===== src/design/att_pkg.sv =====
// Shared types and constants for the attacker threshold tracker.
package att_pkg;
    localparam int unsigned Trackers        = 32;
    localparam int unsigned SlotW           = $clog2(Trackers);
    localparam int unsigned EvalIntervalSec = 10;
    localparam logic [47:0] EvalIntervalMs  = 48'(EvalIntervalSec * 1000);
    localparam int unsigned QDepth          = 2;

    localparam logic [1:0] KIND_CREATE = 2'd0;
    localparam logic [1:0] KIND_CAP    = 2'd1;
    localparam logic [1:0] KIND_ESC    = 2'd2;

    localparam logic [1:0] ACT_REDIRECT        = 2'd0;
    localparam logic [1:0] ACT_REDIRECT_MIRROR = 2'd2;

    localparam logic [2:0] REG_ENABLE   = 3'd0;
    localparam logic [2:0] REG_THRESH   = 3'd1;
    localparam logic [2:0] REG_WINDOW   = 3'd2;
    localparam logic [2:0] REG_TTL      = 3'd3;
    localparam logic [2:0] REG_CAP      = 3'd4;
    localparam logic [2:0] REG_FIRSTACT = 3'd5;
    localparam logic [2:0] REG_ESCALATE = 3'd6;

    typedef struct packed {
        logic        cmd;
        logic [31:0] addr;
        logic [47:0] now_ms;
    } req_t;

    typedef enum logic [2:0] {
        ST_IDLE,
        ST_ATTACK,
        ST_AGE,
        ST_ESC
    } back_state_t;
endpackage


===== src/design/att_front.sv =====
// Front part: takes requests and queues them for the engine.
module att_front (
    input  logic            aclk,
    input  logic            aresetn,
    input  logic            s_valid,
    output logic            s_ready,
    input  att_pkg::req_t   s_req,
    output logic            q_valid,
    input  logic            q_ready,
    output att_pkg::req_t   q_req
);
    att_pkg::req_t q_mem_reg [att_pkg::QDepth];
    logic          wp_reg, rp_reg;
    logic [1:0]    cnt_reg;
    logic          push, pop;

    assign s_ready = (cnt_reg != 2'(att_pkg::QDepth));
    assign q_valid = (cnt_reg != 2'd0);
    assign q_req   = q_mem_reg[rp_reg];
    assign push    = s_valid && s_ready;
    assign pop     = q_valid && q_ready;

    always_ff @(posedge aclk) begin
        if (push) begin
            q_mem_reg[wp_reg] <= s_req;
        end
        if (!aresetn) begin
            wp_reg  <= 1'b0;
            rp_reg  <= 1'b0;
            cnt_reg <= 2'd0;
        end else begin
            if (push) wp_reg <= ~wp_reg;
            if (pop)  rp_reg <= ~rp_reg;
            cnt_reg <= cnt_reg + 2'(push) - 2'(pop);
        end
    end
endmodule


===== config.mk =====
export PLATFORM = sky130hd
export DESIGN_NAME = att_front
export DESIGN_NICKNAME = d
export VERILOG_FILES = /design/src/design/att_pkg.sv /design/src/design/att_front.sv
export SDC_FILE = /design/constraint.sdc
export NUM_CORES = 1
export LEC_CHECK = 0
export ABC_AREA = 1
export BUFFER_PORTS_ARGS = -buffer_cell sky130_fd_sc_hd__buf_2
export CAP_MARGIN = 30
export CORE_MARGIN = 3
export CORE_UTILIZATION = 40
export DETAILED_ROUTE_END_ITERATION = 6
export MAX_ROUTING_LAYER = met4
export PLACE_DENSITY_LB_ADDON = 0.1
export SYNTH_ARGS = -nofsm -noshare
export SYNTH_HDL_FRONTEND = slang
export SYNTH_SLANG_ARGS = --single-unit

===== constraint.sdc =====
create_clock -name aclk -period 10.75 [get_ports aclk]
set_input_delay 1.6125 -clock aclk [delete_from_list [all_inputs] [get_ports aclk]]
set_output_delay 1.6125 -clock aclk [all_outputs]
set_load 0.005 [all_outputs]

**Word level (Yosys, flattened, before mapping)**

Memory sizes are Yosys's and may differ from the RTL's. A register that Yosys moved wholly into a read port is not among the register bits.
Cells that the tools add are included.

- Add/sub/neg operators: 2
- Eq/ne operators: 1
- Mux-type cells: 4
- Bitwise operators: 2
- Reductions and logical operators: 3

Operator list:

| cell | number |
|---|---|
| $mux W1 | 4 |
| $add A2 B1 Y2 | 1 |
| $logic_and A1 B1 Y1 | 2 |
| $ne A2 B2 Y1 const B | 1 |
| $not A1 Y1 | 2 |
| $reduce_bool A2 Y1 | 1 |
| $sub A2 B1 Y2 | 1 |

- Bits in registers: 4
- Memory bits (writable): 162
- Input bits: 85
- Output and inout port bits: 83
- Logic and storage cells: 16
- Memories kept: 1

Memory list:

| memory | words | width | rd ports | clocked after memory_dff | wr ports | RTL line | RTL |
|---|---|---|---|---|---|---|---|
| q_mem_reg | 2 | 81 | 1 | 1 | 1 | att_front.sv:12 | `att_pkg::req_t q_mem_reg [att_pkg::QDepth];` |

**Longest topological paths before layout**

- Depth after elaboration: 4
- Gate-level depth with buffers: 11
- Depth with buffers taken out: 11

**Least setup slack after synthesis**

OpenSTA, ideal clock, no wires.

- Kind: input port to flip-flop
- Start point: input port s_valid
- End point: memory q_mem_reg[0][0] (netlist name) (enable)
- Setup time: 521 ps
- Arrival: 5,060 ps
- Required time: 10,229 ps
- Path slack: 5,170 ps
- Cell stages on the path: 2
- Path buffers: 0
- Cells stage by stage: nand2_1 nor2_1

- Word-level cells in the longest chain between the ends: 3

Ends and longest elaborated chain:

| element | RTL line | RTL |
|---|---|---|
| from (decl) | att_front.sv:5 | `input logic s_valid,` |
| $logic_and A1 B1 Y1 | att_front.sv:20 | `assign push = s_valid && s_ready;` |
| $mux W1 | att_front.sv:24 | `if (push) begin` |
| $mux W1 (implied by the code) | att_front.sv:25 | `q_mem_reg[wp_reg] <= s_req;` |
| to (decl) | att_front.sv:12 |  |

Every way passes these cells.

==> impl_results.md <==
- Status: complete, no violations
- CTS Hold Bufs: 0
- Synth warn: 0
- F_max: 240 MHz
- Register area: about 5000 sq um
- Commonest cells after routing, fill and taps aside: buf_2 (167), edfxtp_1 (162), mux2_4 (80), clkbuf_16 (17), nand2_1 (9)
- Final Cycle Share: 0.388
- Multi-input gate area: roughly 1300 sq um
- RSZ-0062 raised after global routing: false
- Vias in the first global route: roughly 3,200
- Crit Path Category: flop to output pin
- Dpl cell area: roughly 7500 sq um
- M1 WL: approximately 4.4 mm
- Vias/cell: approximately 4.5
- Syn avg cell area: about 23 sq um
- Yosys reg bits: about 170
- Maximum vdd drop: between 100 and 150 uV
- Detailed Place HPWL: between 7 and 8 mm
- Design area: 8040 sq um
- Crit path cell chain: buf_4 > mux2_2 > buf_2
- I/O pin cnt: around 170
- Number of port buffers: 167
- Post-synth net total: 375
- Sequential-to-total area share from yosys stat: 0.765
- Vias: just over 3,000
- Clk sinks: roughly 170
- Top sig layer: met4
- Filler cell count: about 1,300
- Final GP Congestion: between 0.6 and 0.7
- Post-CTS setup repair buffer count: 0
- Finished Layout Cells: 693
- Rel. slew slack: 0.443
- Worst skew pair latency: 420 ps
- CP delay by family, top: buffers and inverters
- Clock Path Buffers: 2
- Global-route wire length before repair: ~17 mm
- Worst Hold Class: flop to flop
- Final setup fails: 0
- Leakage Power: between 0.003 and 0.004 uW
- Tot Pwr: about 1900 uW
- CP max stage cell: dfxtp_4
- H-tree depth: 4
- Critical Path Sink Type: output pin
- Mapped Area: ~6500 sq um
- Least-Margin Pin Slew: about 840 ps
- # DRC: 0
- Min cycle time layout: between 4000 and 5000 ps
- Die Width: 133 microns
- Core Rows: 45
- DRT Pass-1 Iters: 4
- Nets@finish: between 500 and 600
- CTS clk-pin slew, worst paths: 60 ps
- Die H: between 100 and 150 microns
- Placed Instances: roughly 660
- Crit Path Max Fanout: 44
- Distinct cells, synth: 12
- CTS tree: done
- Final Hold Fails: 0
- DR WL met2: ~5.9 mm
- Post-Route WL: around 11 mm
- Largest register FFs: around 160
- 1st-iter DRT viols: approximately 120
- Die footprint: 17,800 sq um
- Overflow after GRT: 0
- Layout cell share with drive strength beyond 1: 0.580
- Root Buffer: clkbuf_16
- Clock buffer count from CTS: 17
- PwrDens: 232 nW/um^2
- Initial core utilization: 0.418
- Wire length per cell: roughly 16 microns
- Antenna-violating nets left: 0
- Max-cap viol count: 0
- Initial antenna violation count: 1
- Syn Inst Count: approximately 290
- Fin. max-slew vios: 0
- Area delta synth->final: 23.9%
- Setup_tns: 0 ps
- CP bufs+invs: 2
- Largest net degree at the start of global routing: just under 50
- Met3 wire length: a little under 800 microns
- Clk_skew: between 6 and 7 ps
- Post-CTS Resized: 0
- Core area: between 15,000 and 20,000 sq um
- Hold slack: 510 ps
- Crit path arrival time: between 2000 and 3000 ps
- Worst stage delay on the critical path: roughly 800 ps
- Commonest non-fill, non-tap cell in the layout: buf_2
- Critical Path Start Type: flop
- WP data required: just over 9000 ps
- Gr usage total: 0.133
[synth_stat cells]
| cell type | n | area share |
|---|---|---|
| edfxtp_1 | 162 | 0.75 |
| buf_6 | 1 | 0.0017 |
| nand2_1 | 9 | 0.0052 |
| inv_1 | 7 | 0.0041 |
| mux2_2 | 1 | 0.0017 |
| buf_12 | 8 | 0.025 |
| mux2_4 | 80 | 0.19 |
| dfxtp_1 | 5 | 0.015 |
| nor2_1 | 8 | 0.0046 |
| a21oi_1 | 2 | 0.0015 |
| ha_1 | 2 | 0.0039 |
| nand3_1 | 3 | 0.0023 |
[per-layer routing]
layer	global-route usage	up-vias
li1	-	1485
met3	0.0461	15
met2	0.218	101
met5	-	-
met1	0.147	1494
met4	0.0583	0
[path summary, 6_finish.rpt]
kind / start / end / slack (ps) / cells after the start
min reg2reg: rp_reg / rp_reg / 510 / 2
max: flop / q_req[80] / 6580 / 3
min: rp_reg / rp_reg / 510 / 2
max reg2reg: cnt_reg[0] / q_mem_reg[1][9] / 8560 / 5
[final cells by class]
class,instances,share of cell area
inverter,7,0.00342
clock buffer,17,0.0529
multi-input combinational,105,0.166
timing repair buffer,171,0.109
tap,211,0.0328
clock inverter,14,0.0174
antenna,1,0.000311
sequential,167,0.618
[logic make-up after synthesis]
logic type / after synthesis / share of synthesized area
fa+ha+maj: 2 / 0.00386
buf+inv: 16 / 0.0305
compound gates: 2 / 0.00154
simple gates: 20 / 0.0121
flops: 167 / 0.765
mux: 81 / 0.187
[worst min-delay path, stage by stage (launching register included)]
cell and delay [ps]:
dfxtp_1 330, nor2_1 60, nor2_1 90
[where the power goes]
| part | leakage, uW | internal [uW] | switching (uW) |
|---|---|---|---|
| Sequential | 0.00155 | 825 | 44.7 |
| Combinational | 0.00136 | 233 | 178 |
| Clock | 0.000279 | 357 | 224 |
| Total | 0.00319 | 1410 | 447 |
[through the flow]
| stage | utilization | setup WS (ps) |
|---|---|---|
| floorplan | - | 5170 |
| global placement | 0.480 | 6940 |
| detailed placement | 0.481 | 6930 |
| CTS | 0.517 | 6480 |
| global route | 0.517 | 6410 |
| finish | 0.517 | 6580 |
(Power assumes the default switching activity.)
