## src/design/att_pkg.sv

```systemverilog
// Shared types and constants for the attacker threshold tracker.
package att_pkg;
    localparam int unsigned Trackers        = 32;
    localparam int unsigned SlotW           = $clog2(Trackers);
    localparam int unsigned EvalIntervalSec = 10;
    localparam logic [47:0] EvalIntervalMs  = 48'(EvalIntervalSec * 1000);
    localparam int unsigned QDepth          = 2;

    localparam logic [1:0] KIND_CREATE = 2'd0;
    localparam logic [1:0] KIND_CAP    = 2'd1;
    localparam logic [1:0] KIND_ESC    = 2'd2;

    localparam logic [1:0] ACT_REDIRECT        = 2'd0;
    localparam logic [1:0] ACT_REDIRECT_MIRROR = 2'd2;

    localparam logic [2:0] REG_ENABLE   = 3'd0;
    localparam logic [2:0] REG_THRESH   = 3'd1;
    localparam logic [2:0] REG_WINDOW   = 3'd2;
    localparam logic [2:0] REG_TTL      = 3'd3;
    localparam logic [2:0] REG_CAP      = 3'd4;
    localparam logic [2:0] REG_FIRSTACT = 3'd5;
    localparam logic [2:0] REG_ESCALATE = 3'd6;

    typedef struct packed {
        logic        cmd;
        logic [31:0] addr;
        logic [47:0] now_ms;
    } req_t;

    typedef enum logic [2:0] {
        ST_IDLE,
        ST_ATTACK,
        ST_AGE,
        ST_ESC
    } back_state_t;
endpackage

```

## src/design/att_cfg.sv

```systemverilog
// APB-style register file for the tracker settings.
module att_cfg (
    input  logic        aclk,
    input  logic        aresetn,
    input  logic        psel,
    input  logic        penable,
    input  logic        pwrite,
    input  logic [4:0]  paddr,
    input  logic [31:0] pwdata,
    output logic [31:0] prdata,
    output logic        pready,
    output logic        cfg_enable,
    output logic [15:0] cfg_thresh,
    output logic [15:0] cfg_window,
    output logic [15:0] cfg_cap,
    output logic [1:0]  cfg_first_action,
    output logic        cfg_escalate
);
    logic        we;
    logic [2:0]  ri;
    logic [31:0] ttl_reg;
    assign pready = 1'b1;
    assign we = psel && penable && pwrite;
    assign ri = paddr[4:2];

    always_ff @(posedge aclk) begin
        if (!aresetn) begin
            cfg_enable <= 1'b1; cfg_thresh <= 16'd5; cfg_window <= 16'd300;
            ttl_reg <= 32'd3600; cfg_cap <= 16'd256; cfg_first_action <= 2'd0;
            cfg_escalate <= 1'b1;
        end else if (we) begin
            case (ri)
                att_pkg::REG_ENABLE:   cfg_enable <= pwdata[0];
                att_pkg::REG_THRESH:   cfg_thresh <= pwdata[15:0];
                att_pkg::REG_WINDOW:   cfg_window <= pwdata[15:0];
                att_pkg::REG_TTL:      ttl_reg <= pwdata;
                att_pkg::REG_CAP:      cfg_cap <= pwdata[15:0];
                att_pkg::REG_FIRSTACT: cfg_first_action <= pwdata[1:0];
                att_pkg::REG_ESCALATE: cfg_escalate <= pwdata[0];
                default: ;
            endcase
        end
    end

    always_comb begin
        case (ri)
            att_pkg::REG_ENABLE:   prdata = {31'd0, cfg_enable};
            att_pkg::REG_THRESH:   prdata = {16'd0, cfg_thresh};
            att_pkg::REG_WINDOW:   prdata = {16'd0, cfg_window};
            att_pkg::REG_TTL:      prdata = ttl_reg;
            att_pkg::REG_CAP:      prdata = {16'd0, cfg_cap};
            att_pkg::REG_FIRSTACT: prdata = {30'd0, cfg_first_action};
            att_pkg::REG_ESCALATE: prdata = {31'd0, cfg_escalate};
            default:               prdata = 32'd0;
        endcase
    end
endmodule

```

## config.mk

```make
export PLATFORM = sky130hd
export DESIGN_NAME = att_cfg
export DESIGN_NICKNAME = d
export VERILOG_FILES = /design/src/design/att_pkg.sv /design/src/design/att_cfg.sv
export SDC_FILE = /design/constraint.sdc
export NUM_CORES = 1
export LEC_CHECK = 0
export BUFFER_PORTS_ARGS = -buffer_cell sky130_fd_sc_hd__buf_2
export CAP_MARGIN = 30
export CORE_MARGIN = 2
export CORE_UTILIZATION = 46
export DETAILED_ROUTE_END_ITERATION = 8
export PLACE_DENSITY = 0.76
export SETUP_SLACK_MARGIN = 0.1
export SYNTH_ARGS = -nofsm -noshare
export SYNTH_HDL_FRONTEND = slang
export SYNTH_SLANG_ARGS = --single-unit
```

## constraint.sdc

```tcl
create_clock -name aclk -period 1.5 [get_ports aclk]
set_input_delay 0.3 -clock aclk [delete_from_list [all_inputs] [get_ports aclk]]
set_output_delay 0.3 -clock aclk [all_outputs]
set_load 0.01 [all_outputs]
```

Yosys cells after proc, flatten, opt, wreduce, memory -nomap -nowiden
Cells that the tools add are included.
{"block": "word_totals", "in_bits": 42, "output_inout_bits": 85, "register_bits": 84, "elab_cells": 24}
{"block": "op_classes", "eq_ne": 6, "n_reduce_logical": 10, "mux": 1}
{"operator": "one-hot mux 32 bit (7 select lines)", "n": 1}
{"operator": "AND reduction 2 bit", "n": 7}
{"operator": "== test 3 bit, second input constant", "n": 3}
{"operator": "== test 3 x 2 -> 1 bit, second input constant", "n": 2}
{"operator": "== test 3 x 1 -> 1 bit, second input constant", "n": 1}
{"operator": "logical NOT 3 bit", "n": 1}
{"operator": "logical AND 1 bit", "n": 2}

Longest topological paths before layout
{"block": "depth", "word_depth": 3, "ltp_mapped": 6, "depth_no_buf": 3}

Least setup slack after synthesis
No wires, ideal clock.
{"block": "synth_path", "path_type": "input to output", "from": "input paddr[2]", "to": "output prdata[10]", "path_buffers": 2, "setup_slack_ns": -0.088, "t_required_ns": 1.200, "arrival_ns": 1.288, "path_stages": 5, "path_cell_list": "buf_2 nor2b_1 buf_2 a22oi_1 o21ai_0"}
{"block": "synth_via", "elab_chain_cells": 2, "elab_cells_between_ends": 8, "classes_between": "eq/ne (6); mux (1); reduce/logical (1)"}
{"item": "start: declaration", "line": "att_cfg.sv:8", "text": "input logic [4:0] paddr,"}
{"item": "== test 3 bit, or another cell as far along", "line": "att_cfg.sv:46", "text": "case (ri)"}
{"item": "one-hot mux 32 bit (7 select lines) *", "line": "att_cfg.sv:46"}
{"item": "end: declaration", "line": "att_cfg.sv:10", "text": "output logic [31:0] prdata,"}
Every way passes the cells marked *; elsewhere a longest branch is shown, timed or not.

Worst setup path after layout
{"block": "layout_path", "from": "input paddr[3]", "to": "output prdata[2]"}
The elaborated chain is that of the path after synthesis.

==> impl_metrics.env <==
export IMPL_rrSetupSlack_ns=0.75
export IMPL_avgRoutedWirePerCell_um=15.8
export IMPL_number_of_enable_type_register_cells_in_the_synthesized_netlist=0
export IMPL_root_buffer="sky130_fd_sc_hd__clkbuf_8"
export IMPL_coreArea_um2=8220
export IMPL_simple_logic_cell_fraction_of_the_synthesized_area_pct=18.4
export IMPL_route_antenna_remaining_nets=0
export IMPL_placement_rows=33
export IMPL_worst_endpoint_required_ns=1.20
export IMPL_period_minus_slack_ns=1.61
export IMPL_dpl_hpwl_mm=7.58
export IMPL_failing_checks="setup timing"
export IMPL_synthesis_area_per_instance_um2=9.12
export IMPL_cts_clk_slew_worst_paths_ns=0.09
export IMPL_postRouteWirelength_mm=11.0
export IMPL_timing_final_hold_violations=0
export IMPL_pin_count=127
export IMPL_tritoncts_num_buffers=9
export IMPL_fp_dieArea_um2=9260
export IMPL_global_route_peak_usage_layer="met2"
export IMPL_netlist_area_um2=3910
export IMPL_ys_seq_area_share_pct=43.0
export IMPL_fp_dieW_um=96.2
export IMPL_finalPower_uw=4270
export IMPL_clock_path_buffers=2
export IMPL_detailroute_via_count=3639
export IMPL_worstReg2RegStart="cfg_thresh[2]"
export IMPL_synth_lib_cells_used_distinct=31
export IMPL_start_util_pct=47.6
export IMPL_final_setup_tns_ns=-1.13
export IMPL_antenna_cells_inserted=0
export IMPL_synth_to_layout_area_growth_pct=37.8
export IMPL_critPathCaptureType="primary output"
export IMPL_overflow=0
export IMPL_hold_path_class="input port to register"
export IMPL_combinational_family_with_the_most_area_after_synthesis="multiplexers"
export IMPL_drt_drc_violations_left=0
export IMPL_port_buffers=123
export IMPL_synth_async_reset_ratio_pct=0
export IMPL_largest_register_ffs=32
export IMPL_synth_area_leaders="sky130_fd_sc_hd__dfxtp_1 43%, sky130_fd_sc_hd__mux2i_1 20%, sky130_fd_sc_hd__nand2_1 11%, sky130_fd_sc_hd__mux2_2 4.3%, sky130_fd_sc_hd__o21ai_0 2.8%"
export IMPL_share_of_the_synthesized_area_in_the_top_cell_type_pct=43.0
export IMPL_grt_start_max_net_pins=41
export IMPL_reg2reg_to="cfg_thresh[2]"
export IMPL_cts_htree_levels=3
export IMPL_floorplan_die_height_um=96.2
export IMPL_minimum_setup_slack_in_the_final_design_ns=-0.110
export IMPL_rsz0062_at_grt="yes"
export IMPL_worst_path_largest_cell_delay_ns=0.26
export IMPL_timing_setup_critical_path_class="input port to primary output"
export IMPL_max_cap_viol_count=0
export IMPL_yosys_area_share_xor_xnor_pct=0
export IMPL_clock_fmax_mhz=621
export IMPL_yosys_mux_area_fraction_pct=24.5
export IMPL_yosysMostFrequentCell="sky130_fd_sc_hd__nand2_1"
export IMPL_worstHoldPathCells=3
export IMPL_synth_fp_nets=471
export IMPL_gp_routability_congestion=0.794
export IMPL_grt_antenna_before_repair=0
export IMPL_drtPass1Iterations=4
export IMPL_layout_cell_area_non_filler_um2=5390
export IMPL_rr_worst_depth=3
export IMPL_share_of_the_synthesized_area_in_compound_gates_ao_oa_aoi_oai_pct=8.28
export IMPL_setup_violations=16
export IMPL_critical_path_slowest_cell="sky130_fd_sc_hd__nor3b_4"
export IMPL_cts_tree="done"
export IMPL_cp_startpoint="paddr[3]"
export IMPL_use_met1_pct=29.4
export IMPL_grt_first_pass_wirelength_mm=16.8
export IMPL_fin_worst_skew_ns=0
export IMPL_cpMostUsedCell="sky130_fd_sc_hd__buf_6"
export IMPL_postPlaceCellArea_um2=4890
export IMPL_yosysTopAreaCell="sky130_fd_sc_hd__dfxtp_1"
export IMPL_min_delay_start="pwdata[25]"
export IMPL_grt_pass1_vias=3470
export IMPL_path_cells="buf_12 > buf_6 > nor3b_4 > buf_6 > nand2_1 > o21ai_2 > buf_2"
export IMPL_yosys_warnings=0
export IMPL_final_core_utilization_pct=65.6
export IMPL_timing_critical_path_fanout_max=8
export IMPL_finalCritPeriodShare_pct=107
export IMPL_synthFlopType="sky130_fd_sc_hd__dfxtp_1"
export IMPL_power_density_cell_area_nw_per_um2=793
export IMPL_layout_drive_gt1_share_pct=44.1
export IMPL_grtUsageMet2_pct=39.8
export IMPL_max_vdd_ir_drop_mv=0.458
export IMPL_finalMaxSlewViolations=0
export IMPL_crit_arrival_ns=1.31
export IMPL_crit_path_start_kind="input port"
export IMPL_insertion_delay_ns=0.34
export IMPL_synth_adder_area_share_pct=0
export IMPL_dp_worst_setup_slack_ns=-0.219
export IMPL_cts_sink_count=84
export IMPL_grt_use_total_pct=23.3
export IMPL_synthTopCellsByCount="119 x sky130_fd_sc_hd__nand2_1, 84 x sky130_fd_sc_hd__dfxtp_1, 79 x sky130_fd_sc_hd__mux2i_1, 22 x sky130_fd_sc_hd__o21ai_0, 19 x sky130_fd_sc_hd__clkbuf_1"
export IMPL_outcome="complete, but fails checks"
export IMPL_met3_usage_pct=3.99
export IMPL_syn_instance_count=429
export IMPL_post_drt_via_cell_ratio=5.24
export IMPL_total_leakage_power_uw=0.00249
export IMPL_design_final_nets=627
export IMPL_yosys_register_bits=84
export IMPL_dr_first_iter_drc_count=131
export IMPL_min_delay_worst_endpoint="ttl_reg[25]"
-- timing repair --
| action | in CTS | in global routing |
|---|---|---|
| hold buffers | 0 | 0 |
| pin swaps | 6 | 4 |
| resized for setup | 38 | 23 |
| endpoints found under the setup margin | 32 | 32 |
| gates cloned | 0 | 1 |
| setup buffers | 14 | 3 |
-- worst max-delay path: cells and delay by family --
family,cells,cell delay (ns)
buffers and inverters,4,0.59
AO/OA/AOI/OAI,1,0.08
AND/OR/NAND/NOR,2,0.34
-- metrics by stage --
step / instances / hold WS [ns]
final: 695 / 0.199
after global routing: 695 / 0.191
after CTS: 691 / 0.182
after detailed placement: 661 / 0.443
after global placement: 661 / 0.437
after floorplan: 429 / 0.430
-- routing by layer --
layer  vias up  routed length [um]  share of wire, %
li1       1780                   -                 -
met1      1759                4760                43
met2        86                5620                51
met3        14                 452               4.1
met4         0                 132               1.2
met5         -                   0                 0
-- cell families (layout without fill, tap and decap cells) --
logic type,after synthesis,after routing
other cells,1,1
buf+inv,42,203
flops,84,84
mux,94,94
compound gates,49,49
simple gates,159,159
-- cells in the final DEF, fill, tap and decap left out, types with 3 or more instances in the layout --
master / netlist / routed
sky130_fd_sc_hd__mux2_4: 0 / 6
sky130_fd_sc_hd__nand2b_1: 3 / 3
sky130_fd_sc_hd__dfxtp_1: 84 / 63
sky130_fd_sc_hd__mux2i_1: 79 / 79
sky130_fd_sc_hd__buf_2: 7 / 120
sky130_fd_sc_hd__inv_1: 7 / 7
sky130_fd_sc_hd__clkbuf_8: 0 / 10
sky130_fd_sc_hd__o21ai_0: 22 / 8
sky130_fd_sc_hd__buf_12: 0 / 9
sky130_fd_sc_hd__nor2b_1: 11 / 9
sky130_fd_sc_hd__buf_4: 2 / 42
sky130_fd_sc_hd__o21ai_1: 0 / 13
sky130_fd_sc_hd__a22oi_2: 0 / 14
sky130_fd_sc_hd__nand2_2: 0 / 5
sky130_fd_sc_hd__dfxtp_2: 0 / 21
sky130_fd_sc_hd__mux2_2: 15 / 9
sky130_fd_sc_hd__buf_6: 5 / 8
sky130_fd_sc_hd__nand2_1: 119 / 114
sky130_fd_sc_hd__o311ai_0: 8 / 8
sky130_fd_sc_hd__and3_1: 16 / 16
-- layout make-up --
class	instances	area (um^2)
multi-input combinational	303	2150
clock buffer	10	138
clock inverter	6	46.3
timing repair buffer	180	1190
sequential	84	1710
inverter	7	26.3
fill	671	2820
tap	105	131
-- where the power goes --
part	total, uW	internal [uW]	switching (uW)
clock network	1520	659	862
registers	2260	2250	11.9
logic	496	229	267
total	4270	3130	1140
-- worst max-delay path by stage --
stage	to	slack (ns)
2_1_floorplan	prdata[10]	0.09
3_3_place_gp	prdata[25]	-0.20
3_5_place_dp	prdata[27]	-0.22
4_1_cts	prdata[2]	-0.11
5_1_grt	prdata[12]	-0.19
6_report	prdata[2]	-0.11
Power figures use the tool's default switching activity.
